==> src/rtl/hfd_pkg.sv <==
package hfd_pkg;

  localparam int PREFACE_BYTES = 24;
  localparam int PRE_POS_W     = 5;
  localparam int HDR_POS_W     = 4;
  localparam int LEN_W         = 24;
  localparam int CNT_W         = 32;
  localparam int PEND_W        = LEN_W + 1;

  localparam logic [HDR_POS_W-1:0] HDR_LAST   = HDR_POS_W'(8);
  localparam logic [HDR_POS_W-1:0] IN_PAYLOAD = HDR_POS_W'(9);
  localparam logic [PEND_W-1:0]    HDR_BYTES  = PEND_W'(9);

  typedef enum logic [1:0] {
    CMD_DATA  = 2'd0,
    CMD_FLUSH = 2'd1,
    CMD_RESET = 2'd2
  } cmd_t;

  typedef enum logic [2:0] {
    KIND_PREFACE  = 3'd0,
    KIND_MATCHED  = 3'd1,
    KIND_REJECTED = 3'd2,
    KIND_HEADER   = 3'd3,
    KIND_PAYLOAD  = 3'd4,
    KIND_CMD_DONE = 3'd5
  } kind_t;

  localparam logic [7:0] PREFACE_TABLE [2**PRE_POS_W] = '{
    8'h50, 8'h52, 8'h49, 8'h20, 8'h2A, 8'h20, 8'h48, 8'h54,
    8'h54, 8'h50, 8'h2F, 8'h32, 8'h2E, 8'h30, 8'h0D, 8'h0A,
    8'h0D, 8'h0A, 8'h53, 8'h4D, 8'h0D, 8'h0A, 8'h0D, 8'h0A,
    8'h00, 8'h00, 8'h00, 8'h00, 8'h00, 8'h00, 8'h00, 8'h00
  };

  typedef struct packed {
    logic [1:0] cmd;
    logic [7:0] in_byte;
    logic       chunk_end;
  } hfd_item_t;

  typedef struct packed {
    logic [7:0]       out_byte;
    logic [2:0]       byte_kind;
    logic             frame_start;
    logic             frame_last;
    logic [LEN_W-1:0] payload_length;
    logic [CNT_W-1:0] consumed_count;
    logic             count_valid;
  } hfd_result_t;

  typedef struct packed {
    logic vld;
    logic advance;
  } hfd_ctrl_t;

endpackage

==> src/rtl/hfd_if.sv <==
interface hfd_in_if;
  logic       valid;
  logic       ready;
  logic [1:0] cmd;
  logic [7:0] in_byte;
  logic       chunk_end;

  modport source (output valid, output cmd, output in_byte, output chunk_end, input ready);
  modport sink   (input valid, input cmd, input in_byte, input chunk_end, output ready);
endinterface

interface hfd_out_if;
  logic        valid;
  logic        ready;
  logic [7:0]  out_byte;
  logic [2:0]  byte_kind;
  logic        frame_start;
  logic        frame_last;
  logic [23:0] payload_length;
  logic [31:0] consumed_count;
  logic        count_valid;

  modport source (output valid, output out_byte, output byte_kind, output frame_start,
                  output frame_last, output payload_length, output consumed_count,
                  output count_valid, input ready);
  modport sink   (input valid, input out_byte, input byte_kind, input frame_start,
                  input frame_last, input payload_length, input consumed_count,
                  input count_valid, output ready);
endinterface

==> src/rtl/hfd_in_reg.sv <==
module hfd_in_reg (
  input  logic                clk,
  input  logic                rst_n,
  hfd_in_if.sink              in_ch,
  input  logic                advance,
  output logic                item_vld,
  output hfd_pkg::hfd_item_t  item
);
  import hfd_pkg::*;

  logic      vld_r;
  hfd_item_t item_r;

  assign in_ch.ready = !vld_r || advance;
  assign item_vld    = vld_r;
  assign item        = item_r;

  always_ff @(posedge clk) begin
    if (!rst_n) begin
      vld_r <= 1'b0;
    end else if (in_ch.ready) begin
      vld_r <= in_ch.valid;
    end
  end

  always_ff @(posedge clk) begin
    if (in_ch.ready && in_ch.valid) begin
      item_r <= '{cmd: in_ch.cmd, in_byte: in_ch.in_byte, chunk_end: in_ch.chunk_end};
    end
  end

endmodule

==> src/rtl/hfd_core.sv <==
module hfd_core (
  input  logic                 clk,
  input  logic                 rst_n,
  input  logic                 step_en,
  input  hfd_pkg::hfd_item_t   item,
  output hfd_pkg::hfd_result_t res
);
  import hfd_pkg::*;

  logic [PRE_POS_W-1:0] pre_pos_r,  pre_pos_nxt;
  logic                 pre_bad_r,  pre_bad_nxt;
  logic                 synced_r,   synced_nxt;
  logic [HDR_POS_W-1:0] hdr_pos_r,  hdr_pos_nxt;
  logic [LEN_W-1:0]     len_r,      len_nxt;
  logic [LEN_W-1:0]     remain_r,   remain_nxt;
  logic [CNT_W-1:0]     consumed_r, consumed_nxt;
  logic [PEND_W-1:0]    pending_r,  pending_nxt;

  logic              bad;
  logic              win_end;
  logic              add_en;
  logic [PEND_W-1:0] add_amt;
  logic [CNT_W:0]    sum;
  logic [CNT_W-1:0]  acc;
  logic [LEN_W-1:0]  remain_dec;

  assign bad        = pre_bad_r || (item.in_byte != PREFACE_TABLE[pre_pos_r]);
  assign win_end    = ({1'b0, pre_pos_r} + 1'b1) >= (PRE_POS_W + 1)'(PREFACE_BYTES);
  assign remain_dec = remain_r - 1'b1;
  assign sum        = {1'b0, consumed_r} + (CNT_W + 1)'(add_amt);

  always_comb begin
    pre_pos_nxt  = pre_pos_r;
    pre_bad_nxt  = pre_bad_r;
    synced_nxt   = synced_r;
    hdr_pos_nxt  = hdr_pos_r;
    len_nxt      = len_r;
    remain_nxt   = remain_r;
    consumed_nxt = consumed_r;
    pending_nxt  = pending_r;
    add_en       = 1'b0;
    add_amt      = '0;
    acc          = consumed_r;
    res          = '0;
    res.byte_kind = KIND_CMD_DONE;

    case (item.cmd)
      CMD_FLUSH: begin
        pre_pos_nxt = '0;
        pre_bad_nxt = 1'b0;
        hdr_pos_nxt = '0;
        len_nxt     = '0;
        remain_nxt  = '0;
        pending_nxt = '0;
      end
      CMD_RESET: begin
        pre_pos_nxt  = '0;
        pre_bad_nxt  = 1'b0;
        synced_nxt   = 1'b0;
        hdr_pos_nxt  = '0;
        len_nxt      = '0;
        remain_nxt   = '0;
        consumed_nxt = '0;
        pending_nxt  = '0;
      end
      CMD_DATA: begin
        res.out_byte = item.in_byte;
        if (!synced_r) begin
          if (win_end) begin
            if (!bad) begin
              res.byte_kind = KIND_MATCHED;
              synced_nxt    = 1'b1;
              add_en        = 1'b1;
              add_amt       = PEND_W'(PREFACE_BYTES);
            end else begin
              res.byte_kind = KIND_REJECTED;
            end
            pre_pos_nxt = '0;
            pre_bad_nxt = 1'b0;
          end else begin
            res.byte_kind = KIND_PREFACE;
            pre_pos_nxt   = pre_pos_r + 1'b1;
            pre_bad_nxt   = bad;
          end
        end else if (hdr_pos_r < IN_PAYLOAD) begin
          res.byte_kind = KIND_HEADER;
          if (hdr_pos_r == HDR_POS_W'(0)) begin
            res.frame_start = 1'b1;
            len_nxt         = {item.in_byte, 16'h0000};
          end else if (hdr_pos_r == HDR_POS_W'(1)) begin
            len_nxt = {len_r[23:16], item.in_byte, len_r[7:0]} | len_r;
          end else if (hdr_pos_r == HDR_POS_W'(2)) begin
            len_nxt = len_r | {16'h0000, item.in_byte};
          end
          if (hdr_pos_r == HDR_LAST) begin
            res.payload_length = len_r;
            pending_nxt        = HDR_BYTES + PEND_W'(len_r);
            if (len_r == '0) begin
              res.frame_last = 1'b1;
              add_en         = 1'b1;
              add_amt        = HDR_BYTES;
              hdr_pos_nxt    = '0;
            end else begin
              remain_nxt  = len_r;
              hdr_pos_nxt = IN_PAYLOAD;
            end
          end else begin
            hdr_pos_nxt = hdr_pos_r + 1'b1;
          end
        end else begin
          res.byte_kind      = KIND_PAYLOAD;
          res.payload_length = len_r;
          remain_nxt         = remain_dec;
          if (remain_dec == '0) begin
            res.frame_last = 1'b1;
            add_en         = 1'b1;
            add_amt        = pending_r;
            hdr_pos_nxt    = '0;
          end
        end
        acc = add_en ? (sum[CNT_W] ? {CNT_W{1'b1}} : sum[CNT_W-1:0]) : consumed_r;
        consumed_nxt = acc;
        if (item.chunk_end) begin
          res.consumed_count = acc;
          res.count_valid    = 1'b1;
          consumed_nxt       = '0;
        end
      end
      default: begin
      end
    endcase
  end

  always_ff @(posedge clk) begin
    if (!rst_n) begin
      pre_pos_r  <= '0;
      pre_bad_r  <= 1'b0;
      synced_r   <= 1'b0;
      hdr_pos_r  <= '0;
      len_r      <= '0;
      remain_r   <= '0;
      consumed_r <= '0;
      pending_r  <= '0;
    end else if (step_en) begin
      pre_pos_r  <= pre_pos_nxt;
      pre_bad_r  <= pre_bad_nxt;
      synced_r   <= synced_nxt;
      hdr_pos_r  <= hdr_pos_nxt;
      len_r      <= len_nxt;
      remain_r   <= remain_nxt;
      consumed_r <= consumed_nxt;
      pending_r  <= pending_nxt;
    end
  end

endmodule

==> src/rtl/hfd_out_reg.sv <==
module hfd_out_reg (
  input  logic                 clk,
  input  logic                 rst_n,
  input  hfd_pkg::hfd_ctrl_t   ctrl,
  input  hfd_pkg::hfd_result_t res,
  output logic                 out_free,
  hfd_out_if.source            out_ch
);
  import hfd_pkg::*;

  logic        vld_r;
  hfd_result_t res_r;

  assign out_free = !vld_r || out_ch.ready;

  always_ff @(posedge clk) begin
    if (!rst_n) begin
      vld_r <= 1'b0;
    end else if (ctrl.advance) begin
      vld_r <= ctrl.vld;
    end
  end

  always_ff @(posedge clk) begin
    if (ctrl.advance && ctrl.vld) begin
      res_r <= res;
    end
  end

  assign out_ch.valid          = vld_r;
  assign out_ch.out_byte       = res_r.out_byte;
  assign out_ch.byte_kind      = res_r.byte_kind;
  assign out_ch.frame_start    = res_r.frame_start;
  assign out_ch.frame_last     = res_r.frame_last;
  assign out_ch.payload_length = res_r.payload_length;
  assign out_ch.consumed_count = res_r.consumed_count;
  assign out_ch.count_valid    = res_r.count_valid;

endmodule

==> src/rtl/http2_frame_delimiter.sv <==
// channel   dir  handshake      payload
// in_ch     in   valid/ready    cmd, in_byte, chunk_end
// out_ch    out  valid/ready    out_byte, byte_kind, frame_start, frame_last,
//                               payload_length, consumed_count, count_valid
//
// one item per clock sustained while out_ch is ready; a result passes through the
// input register, then the state update and result register, which load together
// every register in the item path sits in a single-byte step of the deframer
// rst_n synchronous: back to preface hunting with a zero consumed count
// a stalled result register holds the input register, which backs up to in_ch
module http2_frame_delimiter (
  input  logic      clk,
  input  logic      rst_n,
  hfd_in_if.sink    in_ch,
  hfd_out_if.source out_ch
);
  import hfd_pkg::*;

  logic        out_free;
  logic        item_vld;
  hfd_item_t   item;
  hfd_result_t res;
  hfd_ctrl_t   ctrl;

  assign ctrl.vld     = item_vld;
  assign ctrl.advance = out_free;

  hfd_in_reg u_in_reg (
    .clk      (clk),
    .rst_n    (rst_n),
    .in_ch    (in_ch),
    .advance  (out_free),
    .item_vld (item_vld),
    .item     (item)
  );

  hfd_core u_core (
    .clk     (clk),
    .rst_n   (rst_n),
    .step_en (item_vld && out_free),
    .item    (item),
    .res     (res)
  );

  hfd_out_reg u_out_reg (
    .clk      (clk),
    .rst_n    (rst_n),
    .ctrl     (ctrl),
    .res      (res),
    .out_free (out_free),
    .out_ch   (out_ch)
  );

endmodule

==> src/flat_wrapper.sv <==
// flat-port wrapper written by rule: the top's interface ports become plain ports
module http2_frame_delimiter_flat import hfd_pkg::*;
  (clk, rst_n, in_ch_valid, in_ch_cmd, in_ch_in_byte, in_ch_chunk_end, in_ch_ready, out_ch_valid, out_ch_out_byte, out_ch_byte_kind, out_ch_frame_start, out_ch_frame_last, out_ch_payload_length, out_ch_consumed_count, out_ch_count_valid, out_ch_ready);
  hfd_in_if in_ch_i ();
  hfd_out_if out_ch_i ();
  input  logic clk;
  input  logic rst_n;
  input wire logic [$bits(in_ch_i.valid)-1:0] in_ch_valid;
  input wire logic [$bits(in_ch_i.cmd)-1:0] in_ch_cmd;
  input wire logic [$bits(in_ch_i.in_byte)-1:0] in_ch_in_byte;
  input wire logic [$bits(in_ch_i.chunk_end)-1:0] in_ch_chunk_end;
  output wire logic [$bits(in_ch_i.ready)-1:0] in_ch_ready;
  output wire logic [$bits(out_ch_i.valid)-1:0] out_ch_valid;
  output wire logic [$bits(out_ch_i.out_byte)-1:0] out_ch_out_byte;
  output wire logic [$bits(out_ch_i.byte_kind)-1:0] out_ch_byte_kind;
  output wire logic [$bits(out_ch_i.frame_start)-1:0] out_ch_frame_start;
  output wire logic [$bits(out_ch_i.frame_last)-1:0] out_ch_frame_last;
  output wire logic [$bits(out_ch_i.payload_length)-1:0] out_ch_payload_length;
  output wire logic [$bits(out_ch_i.consumed_count)-1:0] out_ch_consumed_count;
  output wire logic [$bits(out_ch_i.count_valid)-1:0] out_ch_count_valid;
  input wire logic [$bits(out_ch_i.ready)-1:0] out_ch_ready;
  assign in_ch_i.valid = in_ch_valid;
  assign in_ch_i.cmd = in_ch_cmd;
  assign in_ch_i.in_byte = in_ch_in_byte;
  assign in_ch_i.chunk_end = in_ch_chunk_end;
  assign in_ch_ready = in_ch_i.ready;
  assign out_ch_valid = out_ch_i.valid;
  assign out_ch_out_byte = out_ch_i.out_byte;
  assign out_ch_byte_kind = out_ch_i.byte_kind;
  assign out_ch_frame_start = out_ch_i.frame_start;
  assign out_ch_frame_last = out_ch_i.frame_last;
  assign out_ch_payload_length = out_ch_i.payload_length;
  assign out_ch_consumed_count = out_ch_i.consumed_count;
  assign out_ch_count_valid = out_ch_i.count_valid;
  assign out_ch_i.ready = out_ch_ready;
  http2_frame_delimiter u_core (.clk(clk), .rst_n(rst_n), .in_ch(in_ch_i), .out_ch(out_ch_i));
endmodule
==> config.mk <==
export PLATFORM = sky130hd
export DESIGN_NAME = http2_frame_delimiter_flat
export DESIGN_NICKNAME = d
export VERILOG_FILES = /design/src/rtl/hfd_pkg.sv /design/src/rtl/hfd_if.sv /design/src/rtl/hfd_in_reg.sv /design/src/rtl/hfd_core.sv /design/src/rtl/hfd_out_reg.sv /design/src/rtl/http2_frame_delimiter.sv /design/src/flat_wrapper.sv
export SDC_FILE = /design/constraint.sdc
export NUM_CORES = 1
export LEC_CHECK = 0
export BUFFER_PORTS_ARGS = -buffer_cell sky130_fd_sc_hd__buf_2
export CAP_MARGIN = 20
export CORE_MARGIN = 3
export CORE_UTILIZATION = 25
export DETAILED_ROUTE_END_ITERATION = 6
export SYNTH_ARGS = -nofsm -noshare
export SYNTH_HDL_FRONTEND = slang
export SYNTH_HIERARCHICAL = 1
export SYNTH_SLANG_ARGS = --single-unit
==> constraint.sdc <==
create_clock -name clk -period 9.77 [get_ports clk]
set_input_delay 0 -clock clk [delete_from_list [all_inputs] [get_ports clk]]
set_output_delay 0 -clock clk [all_outputs]
set_load 0.03 [all_outputs]
==> results of run 1 <==
path summary, 6_finish.rpt:
| kind | startpoint | slack [ns] | cells after the start | to |
|---|---|---|---|---|
| worst max-delay path | u_core/u_core/pre_pos_r[0] | 3.28 | 20 | u_core/u_core/consumed_r[11] |
| worst min-delay path | out_ch_ready | 0.15 | 4 | u_core/u_out_reg/out_ch.valid |
| worst min register to register | u_core/u_core/pending_r[1] | 0.47 | 2 | u_core/u_core/pending_r[1] |
| worst max register to register | u_core/u_core/pre_pos_r[0] | 3.28 | 20 | u_core/u_core/consumed_r[11] |
metal layers:
| metal | GRT usage, % | vias up |
|---|---|---|
| met5 | 0 | - |
| met4 | 3.63 | 0 |
| met3 | 2.08 | 37 |
| met2 | 22.9 | 229 |
| met1 | 16.2 | 4586 |
| li1 | - | 4767 |
cell usage after synthesis, types with 10 or more instances:
cell / n
a21boi_0: 22
nand2_1: 113
o21ai_1: 13
inv_1: 26
edfxtp_1: 81
dfxtp_1: 118
nand2b_1: 11
xor2_1: 20
ha_1: 46
o21ai_0: 75
nor2_1: 117
a21o_1: 19
xnor2_1: 23
nor3_1: 31
nor2b_1: 45
a211oi_1: 17
and3_1: 23
nor4_1: 16
and2_1: 78
a22oi_1: 26
a22o_1: 10
nand3_1: 27
a21oi_1: 77
clkbuf_1: 63
or3_1: 10
o21a_1: 12
nand4_1: 18
worst max-delay path: stages, from the launching register on:
cell and delay (ns):
dfxtp_1 0.59, inv_1 0.16, ha_1 0.38, or3b_2 0.45
a21oi_1 0.19, o21ai_0 0.12, a211o_1 0.30, nor4_1 0.50
nor3b_1 0.41, a21o_4 0.42, o211a_1 0.23, ha_1 0.17
inv_1 0.07, o31ai_1 0.28, nand4_1 0.19, a21o_1 0.23
a21boi_0 0.17, a22o_1 0.57, or2_1 0.50, nor2_1 0.13
o31ai_1 0.27
cell families after synthesis:
group / after synthesis / share of synthesized area (%)
AOI/OAI and AO/OA: 345 / 19.8
xor gates and xnor gates: 43 / 3.29
adders and majority gates: 47 / 5.21
buffers and inverters: 105 / 3.76
DFF: 199 / 41.9
muxes: 6 / 0.634
and+or+nand+nor: 546 / 25.4
sequential cells by signal, summed over array words and instances (netlist names):
register	cells
u_core/u_core/consumed_r	32
u_core/u_out_reg/out_ch.consumed_count	32
u_core/u_core/pending_r	25
u_core/u_core/len_r	24
u_core/u_core/remain_r	24
u_core/u_out_reg/out_ch.payload_length	24
u_core/u_in_reg/item	11
u_core/u_out_reg/out_ch.out_byte	8
u_core/u_core/pre_pos_r	5
u_core/u_core/hdr_pos_r	4
u_core/u_out_reg/out_ch.byte_kind	3
u_core/u_core/pre_bad_r	1
u_core/u_core/synced_r	1
u_core/u_in_reg/item_vld	1
u_core/u_out_reg/out_ch.count_valid	1
u_core/u_out_reg/out_ch.frame_last	1
u_core/u_out_reg/out_ch.frame_start	1
u_core/u_out_reg/out_ch.valid	1
per-stage QoR:
step	setup slack [ns]	power, W
finish	3.28	0.00169
global placement	3.66	0.000994
global route	2.72	0.00175
floorplan	4.45	0.000962
detailed placement	3.39	0.000994
CTS	3.35	0.00171
layout make-up:
| cell class | instances | area, µm² |
|---|---|---|
| flip-flops and latches | 199 | 4790 |
| multi-input cells | 987 | 6220 |
| fillers | 4705 | 31700 |
| repair buffers | 105 | 606 |
| clock inverters | 13 | 136 |
| clock buffers | 19 | 453 |
| inverters | 26 | 97.6 |
| well taps | 592 | 741 |
power breakdown:
| group | leakage [nW] | internal (W) | switching (W) | total (W) |
|---|---|---|---|---|
| Clock | 0.293 | 0.000374 | 0.000338 | 0.000712 |
| Combinational | 2.96 | 0.0000285 | 0.0000589 | 0.0000875 |
| Sequential | 1.81 | 0.000874 | 0.0000167 | 0.000891 |
==> flow_metrics.py, run 1 <==
metrics = {
    "synthesis": {
        "synth_cell_types": 83,
        "seq_area_frac_synth_pct": 41.9,
        "yosys_most_used_dff": "dfxtp_1",
        "avgSynthCellArea_um2": 8.86,
        "synth_top_area_share_pct": 21.3,
        "ys_ff_latch": 199,
        "yosys.area.top_type": "edfxtp_1",
        "syn-cell-area_mm2": 0.0114,
        "synth_nets": 1353,
        "synthArstFlopShare_pct": 0,
        "ys_top_cells_by_area": "edfxtp_1 (21%), dfxtp_1 (21%), ha_1 (5.0%)",
        "yosys_warnings": 6,
        "synth_cells": 1291,
        "synth_edf_count": 81,
    },
    "power_and_ir_drop": {
        "p_per_area_mw_per_mm2": 130,
        "ir_drop_uv": 118,
        "p_leak_nw": 5.06,
    },
    "drt": {
        "antenna_left": 0,
        "wirelength_met1_um": 13800,
        "wl_met3_um": 1330,
        "dr.max_layer_used": "met4",
        "wl_per_cell_um": 16.2,
        "num_vias": 9619,
        "vias_per_cell": 4.96,
        "drtIter0Drc": 629,
        "drt_wl_total_um": 31400,
        "first_pass_iters": 5,
        "drc": 0,
        "routed-wl-met2_um": 15700,
    },
    "sta": {
        "hold_ws_ns": 0.151,
        "post-route-min-period_ns": 6.49,
        "report.final.slew_viol_count": 0,
        "tns_ns": 0,
        "rsz0062_at_grt": "false",
        "report.final.hold_viol_count": 0,
        "setup_viol": 0,
        "worstMarginPinSlew_ns": 0.959,
        "fin_skew_ns": 0.0103,
        "max_freq_ghz": 0.154,
        "min_period_over_period_pct": 66.5,
        "slew_headroom_pct": 36.1,
    },
    "clock_tree": {
        "post_cts_buffers": 0,
        "clock_tree.buffer_depth": 2,
        "ctsResizeCount": 0,
        "cts_hold_buf": 13,
        "cts_made_buffers": 17,
        "cts.reportedPaths.clkPinSlew_ns": 0.07,
        "cts_tree": "built",
        "cts_max_level": 4,
        "root_buffer": "clkbuf_16",
        "clock_sinks": 199,
        "clk_latency_ns": 0.44,
    },
    "die": {
        "die_w_um": 220,
        "core-area_mm2": 0.0447,
        "fp.dieH_um": 220,
        "start_util_pct": 25.6,
        "ios": 87,
        "design.die.area_mm2": 0.0484,
        "row_count": 77,
    },
    "cells_and_area": {
        "post_route_cells_drive_above_1_share_pct": 11.4,
        "final_cell_mix": "dfxtp_1 (118), nor2_1 (117), nand2_1 (113), buf_2 (86), edfxtp_1 (81)",
        "fin_util_pct": 29.2,
        "n_antenna_cell": 0,
        "fin_area_mm2": 0.0130,
        "fin_nets": 1398,
        "areaGrowthSynthToFinish_pct": 14.0,
        "instances_no_fill": 1941,
        "final_common_cell": "dfxtp_1",
    },
    "placement": {
        "dp_hpwl_um": 22500,
        "dp_cells": 1896,
        "post_dp_cell_area_mm2": 0.0123,
        "gp_congestion": 0.861,
        "portBuffers": 86,
    },
    "setup_path": {
        "cp-start-kind": "flop",
        "arrival_ns": 6.82,
        "cp.required_ns": 10.10,
        "cp_max_fo": 41,
        "end_kind": "flop",
        "critPathKind": "reg2reg",
    },
    "grt": {
        "grt-ovfl-total": 0,
        "antenna_found_initial": 0,
        "grt_pass1_vias": 9098,
        "grt_pass1_wl_um": 49800,
        "track_usage_pct": 12.9,
        "grt_max_degree": 74,
    },
    "hold_path": {
        "hp-class": "in2reg",
    },
    "flow_run": {
        "drv_cap": 0,
    },
    "outcome": {
        "outcome": "complete, no violations",
    },
}
Power figures use the tool's default switching activity.
==> run 2: changes to the inputs <==
- clock period: 9.77 -> 6.6 ns (I/O delays scaled with it)
==> flow_metrics.py, run 2 (synthesized netlist as in run 1, its figures left out) <==
metrics = {
    "drt": {
        "wl_per_cell_um": 16.6,
        "antenna_left": 0,
        "drc": 0,
        "vias_per_cell": 4.99,
        "num_vias": 9713,
        "drt_wl_total_um": 32400,
        "first_pass_iters": 5,
        "drtIter0Drc": 698,
    },
    "die": {
        "core-area_mm2": 0.0447,
        "design.die.area_mm2": 0.0484,
        "die_w_um": 220,
        "start_util_pct": 25.6,
        "fp.dieH_um": 220,
        "ios": 87,
        "row_count": 77,
    },
    "grt": {
        "grt-ovfl-total": 0,
        "track_usage_pct": 13.3,
        "grt_max_degree": 74,
        "antenna_found_initial": 0,
        "grt_pass1_wl_um": 51100,
        "grt_pass1_vias": 9203,
    },
    "setup_path": {
        "timing.critical_path.buf_inv": 2,
        "critPathKind": "reg2reg",
        "rr_worst_depth": 21,
        "end_kind": "flop",
        "slowest_delay_ns": 0.60,
        "r2r-end": "u_core/u_out_reg/out_ch.consumed_count[31]",
        "arrival_ns": 6.27,
        "r2r_setup_slack_ns": 0.50,
        "cp_max_fo": 13,
        "cp.required_ns": 6.77,
        "r2r_start": "u_core/u_core/pre_pos_r[0]",
        "crit_family": "compound AO/OA/AOI/OAI gates",
        "cp.depth": 21,
        "cp-start-kind": "flop",
        "crit_start": "u_core/u_core/pre_pos_r[0]",
        "crit_slowest_cell": "dfxtp_1",
        "crit_path_end": "u_core/u_out_reg/out_ch.consumed_count[31]",
        "path_cells": "inv_1, ha_1, or3b_2, a21oi_1, o21ai_0, a211o_1, nor4_1, buf_4, nor3b_1, a21o_4, o211a_1, ha_1, o211ai_1, o211ai_1, nand4_1, a31oi_1, nor3_1, o31a_1, nor4_2, and3_1, nor3_1",
    },
    "cells_and_area": {
        "areaGrowthSynthToFinish_pct": 14.3,
        "post_route_cells_drive_above_1_share_pct": 11.7,
        "final_cell_mix": "dfxtp_1 (118), nor2_1 (117), nand2_1 (113), buf_2 (86), edfxtp_1 (81)",
        "fin_nets": 1405,
        "fillCellCount": 4685,
        "final_common_cell": "dfxtp_1",
        "n_antenna_cell": 0,
    },
    "power_and_ir_drop": {
        "power.share.clock_pct": 41.9,
        "internal_power_w": 0.00190,
        "combinationalPowerShare_pct": 5.2,
        "p_seq_share_pct": 52.9,
        "power.switching_w": 0.000592,
        "p_per_area_mw_per_mm2": 191,
        "switching_share_pct": 23.7,
        "ir_drop_uv": 173,
        "p_leak_nw": 5.08,
    },
    "sta": {
        "report.final.hold_viol_count": 0,
        "min_period_over_period_pct": 92.4,
        "tns_ns": 0,
        "max_freq_ghz": 0.164,
        "finalWorstSetupSlack_ns": 0.500,
        "post-route-min-period_ns": 6.10,
        "setup_viol": 0,
        "worstMarginPinSlew_ns": 0.871,
        "slew_headroom_pct": 41.9,
        "fin_skew_ns": 0.0116,
        "report.final.slew_viol_count": 0,
        "rsz0062_at_grt": "false",
    },
    "placement": {
        "place_worst_setup_slack_ns": 0.634,
        "portBuffers": 86,
        "gp_congestion": 0.898,
        "dp_hpwl_um": 23700,
    },
    "hold_path": {
        "hp-class": "in2reg",
    },
    "clock_tree": {
        "clock_sinks": 199,
        "cts_max_level": 4,
        "clock_tree.buffer_depth": 2,
        "cts_made_buffers": 17,
        "root_buffer": "clkbuf_16",
        "cts.reportedPaths.clkPinSlew_ns": 0.07,
        "clk_latency_ns": 0.44,
        "cts_tree": "built",
    },
    "outcome": {
        "outcome": "complete, no violations",
    },
    "flow_run": {
        "drv_cap": 0,
    },
}
-- run 2: changes by cell type in the layout (fill, tap and decap cells not counted), sizes merged --
cell,before,now
buf,92,100
bufinv,1,2
clkinvlp,0,1
dlygate4sd3,13,12
inv,33,31
-- run 2: metal layers --
metal  global-route usage, %  share of wire (%)  vias up
met5                       0                  0        -
met4                    3.97                1.8        0
met3                    1.96                4.0       40
met2                    23.9                 51      208
met1                    16.3                 43     4677
li1                        -                  -     4788
-- run 2: through the flow --
step | std cells | power (W) | utilization [%] | cell area [µm²] | hold WS [ns]
after detailed placement | 1904 | 0.00147 | 27.7 | 12400 | 0.181
after global routing | 1948 | 0.00257 | 29.3 | 13100 | 0.0424
after floorplan | 1291 | 0.00142 | - | 11400 | 0.0989
after CTS | 1948 | 0.00252 | 29.3 | 13100 | 0.0196
final | 1948 | 0.00249 | 29.3 | 13100 | 0.0341
after global placement | 1904 | 0.00147 | 27.7 | 12400 | 0.178
-- run 2: worst min-delay path by stage --
| stage | from | to | slack [ns] | cells past startpoint |
|---|---|---|---|---|
| floorplan | in_ch_chunk_end | u_core/u_in_reg/item[0] | 0.1 | 0 |
| global placement | in_ch_in_byte[5] | u_core/u_in_reg/item[6] | 0.18 | 1 |
| detailed placement | in_ch_in_byte[5] | u_core/u_in_reg/item[6] | 0.18 | 1 |
| CTS | out_ch_ready | u_core/u_in_reg/item_vld | 0.02 | 4 |
| global route | out_ch_ready | u_core/u_in_reg/item_vld | 0.04 | 4 |
| finish | out_ch_ready | u_core/u_in_reg/item_vld | 0.03 | 4 |
-- run 2: final cells by class --
| class | count | area (µm²) | share of cell area [%] |
|---|---|---|---|
| Tap cell | 592 | 741 | 5.66 |
| Clock inverter | 13 | 144 | 1.10 |
| Sequential cell | 199 | 4790 | 36.6 |
| Multi-Input combinational cell | 987 | 6220 | 47.5 |
| Timing Repair Buffer | 112 | 656 | 5.01 |
| Clock buffer | 19 | 433 | 3.31 |
| Inverter | 26 | 97.6 | 0.746 |
-- run 2: worst reg2reg max path: stages (launching register included) --
cell	delay (ns)
dfxtp_1	0.60
inv_1	0.16
ha_1	0.38
or3b_2	0.45
a21oi_1	0.19
o21ai_0	0.11
a211o_1	0.32
nor4_1	0.22
buf_4	0.19
nor3b_1	0.48
a21o_4	0.16
o211a_1	0.16
ha_1	0.20
o211ai_1	0.12
o211ai_1	0.36
nand4_1	0.21
a31oi_1	0.37
nor3_1	0.15
o31a_1	0.38
nor4_2	0.38
and3_1	0.21
nor3_1	0.04
-- run 2: power groups by stage --
stage               clock, W  sequential [W]  combinational (W)
floorplan                  0         0.00135          0.0000762
global placement           0         0.00135           0.000123
detailed placement         0         0.00135           0.000125
CTS                  0.00107         0.00132           0.000131
global route         0.00111         0.00132           0.000142
finish               0.00104         0.00132           0.000130
-- run 2: timing repair --
item | 4_1_cts | 5_1_grt
buffers inserted | 0 | 0
hold buffers | 12 | 0
gates resized for setup | 0 | 0
hold endpoints to repair | 12 | 0
==> run 3: changes to the inputs <==
- clock period: 6.6 -> 5.8 ns (I/O delays scaled with it)
==> flow_metrics.py, run 3 (synthesized netlist as in run 1, its figures left out) <==
metrics = {
    "sta": {
        "report.final.slew_viol_count": 0,
        "post-route-min-period_ns": 5.46,
        "min_period_over_period_pct": 94.2,
        "report.final.hold_viol_count": 0,
        "max_freq_ghz": 0.183,
        "slew_headroom_pct": 33.6,
        "fin_skew_ns": 0.0180,
        "worstMarginPinSlew_ns": 0.995,
        "tns_ns": 0,
        "setup_viol": 0,
        "hold_ws_ns": 0.0329,
        "rsz0062_at_grt": "false",
    },
    "setup_path": {
        "cp_max_fo": 22,
        "path_cells": "buf_4, or4_1, or4b_1, o311ai_1, nand4_1, or4_4, nor3_1, buf_4, and2_1, ha_1, o211ai_1, o211ai_1, nand4_1, a31oi_1, nor3_1, o31a_1, nor3_1, and3_1, nor3_1",
        "crit_slowest_cell": "or4_1",
        "crit_top_cell": "nor3_1",
        "critPathKind": "reg2reg",
        "cp.required_ns": 5.98,
        "slowest_delay_ns": 0.55,
        "cp-start-kind": "flop",
        "end_kind": "flop",
        "arrival_ns": 5.64,
    },
    "drt": {
        "dr.max_layer_used": "met4",
        "antenna_left": 0,
        "wirelength_met1_um": 14300,
        "vias_per_cell": 4.99,
        "routed-wl-met2_um": 16500,
        "drc": 0,
        "num_vias": 9787,
        "wl_met3_um": 1330,
        "first_pass_iters": 5,
        "drtIter0Drc": 767,
        "drt_wl_total_um": 32700,
        "wl_per_cell_um": 16.7,
    },
    "die": {
        "start_util_pct": 25.6,
        "design.die.area_mm2": 0.0484,
        "ios": 87,
        "die_w_um": 220,
        "fp.dieH_um": 220,
        "row_count": 77,
        "core-area_mm2": 0.0447,
    },
    "clock_tree": {
        "cts_tree": "built",
        "clock_tree.buffer_depth": 2,
        "clk_latency_ns": 0.44,
        "cts.reportedPaths.clkPinSlew_ns": 0.08,
        "cts_made_buffers": 17,
        "cts_max_level": 4,
        "clock_sinks": 199,
        "post_cts_buffers": 0,
        "root_buffer": "clkbuf_16",
    },
    "power_and_ir_drop": {
        "switching_share_pct": 24.2,
        "p_leak_nw": 5.20,
        "combinationalPowerShare_pct": 5.4,
        "power.share.clock_pct": 42.2,
        "p_seq_share_pct": 52.4,
        "power.switching_w": 0.000691,
        "p_per_area_mw_per_mm2": 216,
        "internal_power_w": 0.00217,
        "ir_drop_uv": 205,
    },
    "cells_and_area": {
        "post_route_cells_drive_above_1_share_pct": 13.3,
        "final_cell_mix": "dfxtp_1 (118), nor2_1 (117), nand2_1 (113), buf_2 (86), edfxtp_1 (81)",
        "fillCellCount": 4685,
        "final_common_cell": "dfxtp_1",
        "fin_area_mm2": 0.0133,
        "areaGrowthSynthToFinish_pct": 15.9,
        "fin_nets": 1420,
        "n_antenna_cell": 0,
    },
    "placement": {
        "post_dp_cell_area_mm2": 0.0125,
        "dp_hpwl_um": 23600,
        "portBuffers": 86,
        "gp_congestion": 0.915,
    },
    "grt": {
        "grt_pass1_vias": 9187,
        "grt_max_degree": 74,
        "track_usage_pct": 13.4,
        "grt-ovfl-total": 0,
        "grt_pass1_wl_um": 51500,
        "antenna_found_initial": 0,
    },
    "outcome": {
        "outcome": "complete, no violations",
    },
    "flow_run": {
        "drv_cap": 0,
    },
    "hold_path": {
        "hp-class": "in2reg",
    },
}
## run 3: cell count changes in the layout (fill, tap and decap cells not counted), sizes merged
cell and delta:
buf +15, clkinvlp +1, clkinv -1
## run 3: worst paths after layout
path                              startpoint                                          to  slack [ns]  depth (start not counted)
setup / recovery   u_core/u_core/remain_r[0]  u_core/u_out_reg/out_ch.consumed_count[29]        0.34                         19
hold / removal                  out_ch_ready                    u_core/u_in_reg/item_vld        0.03                          4
setup reg to reg   u_core/u_core/remain_r[0]  u_core/u_out_reg/out_ch.consumed_count[29]        0.34                         19
hold reg to reg   u_core/u_core/pending_r[4]                  u_core/u_core/pending_r[4]        0.47                          2
## run 3: repair_timing
action | 4_1_cts | 5_1_grt
hold buffers | 12 | 0
setup endpoints to repair | 0 | 52
hold endpoints to repair | 12 | 0
resized for setup | 0 | 13
## run 3: critical path: cells and delay by family, from the launching register on
family / cells / cell delay (ns)
DFF: 1 / 0.31
adders and majority gates: 1 / 0.22
AOI/OAI and AO/OA: 5 / 1.29
and+or+nand+nor: 11 / 2.99
buffers and inverters: 2 / 0.40
## run 3: cell type report
type                            count  area [µm²]  area share, %
Clock buffer                       19         433           3.27
Clock inverter                     13         146           1.10
Inverter                           26        97.6          0.736
Multi-Input combinational cell    987        6280           47.3
Sequential cell                   199        4790           36.2
Tap cell                          592         741           5.59
Timing Repair Buffer              127         768           5.80
## run 3: power by group through the flow
stage,registers (W),clock network [W],logic (W)
3_3_place_gp,0.00153,0,0.000146
4_1_cts,0.00150,0.00124,0.000154
5_1_grt,0.00150,0.00129,0.000168
3_5_place_dp,0.00153,0,0.000148
2_1_floorplan,0.00153,0,0.0000867
6_report,0.00150,0.00121,0.000153
## run 3: per-stage QoR
| stage | power [W] | util [%] | instances | setup slack, ns |
|---|---|---|---|---|
| floorplan | 0.00162 | - | 1291 | 0.478 |
| global placement | 0.00168 | 28.0 | 1919 | 0.311 |
| detailed placement | 0.00168 | 28.0 | 1919 | 0.141 |
| CTS | 0.00289 | 29.5 | 1963 | 0.0861 |
| global route | 0.00296 | 29.7 | 1963 | 0.00460 |
| finish | 0.00286 | 29.7 | 1963 | 0.337 |
## run 3: routing by layer
metal	vias to the layer above	global-route usage (%)
li1	4806	-
met1	4713	16.7
met2	231	23.7
met3	37	2.12
met4	0	4.01
met5	-	0
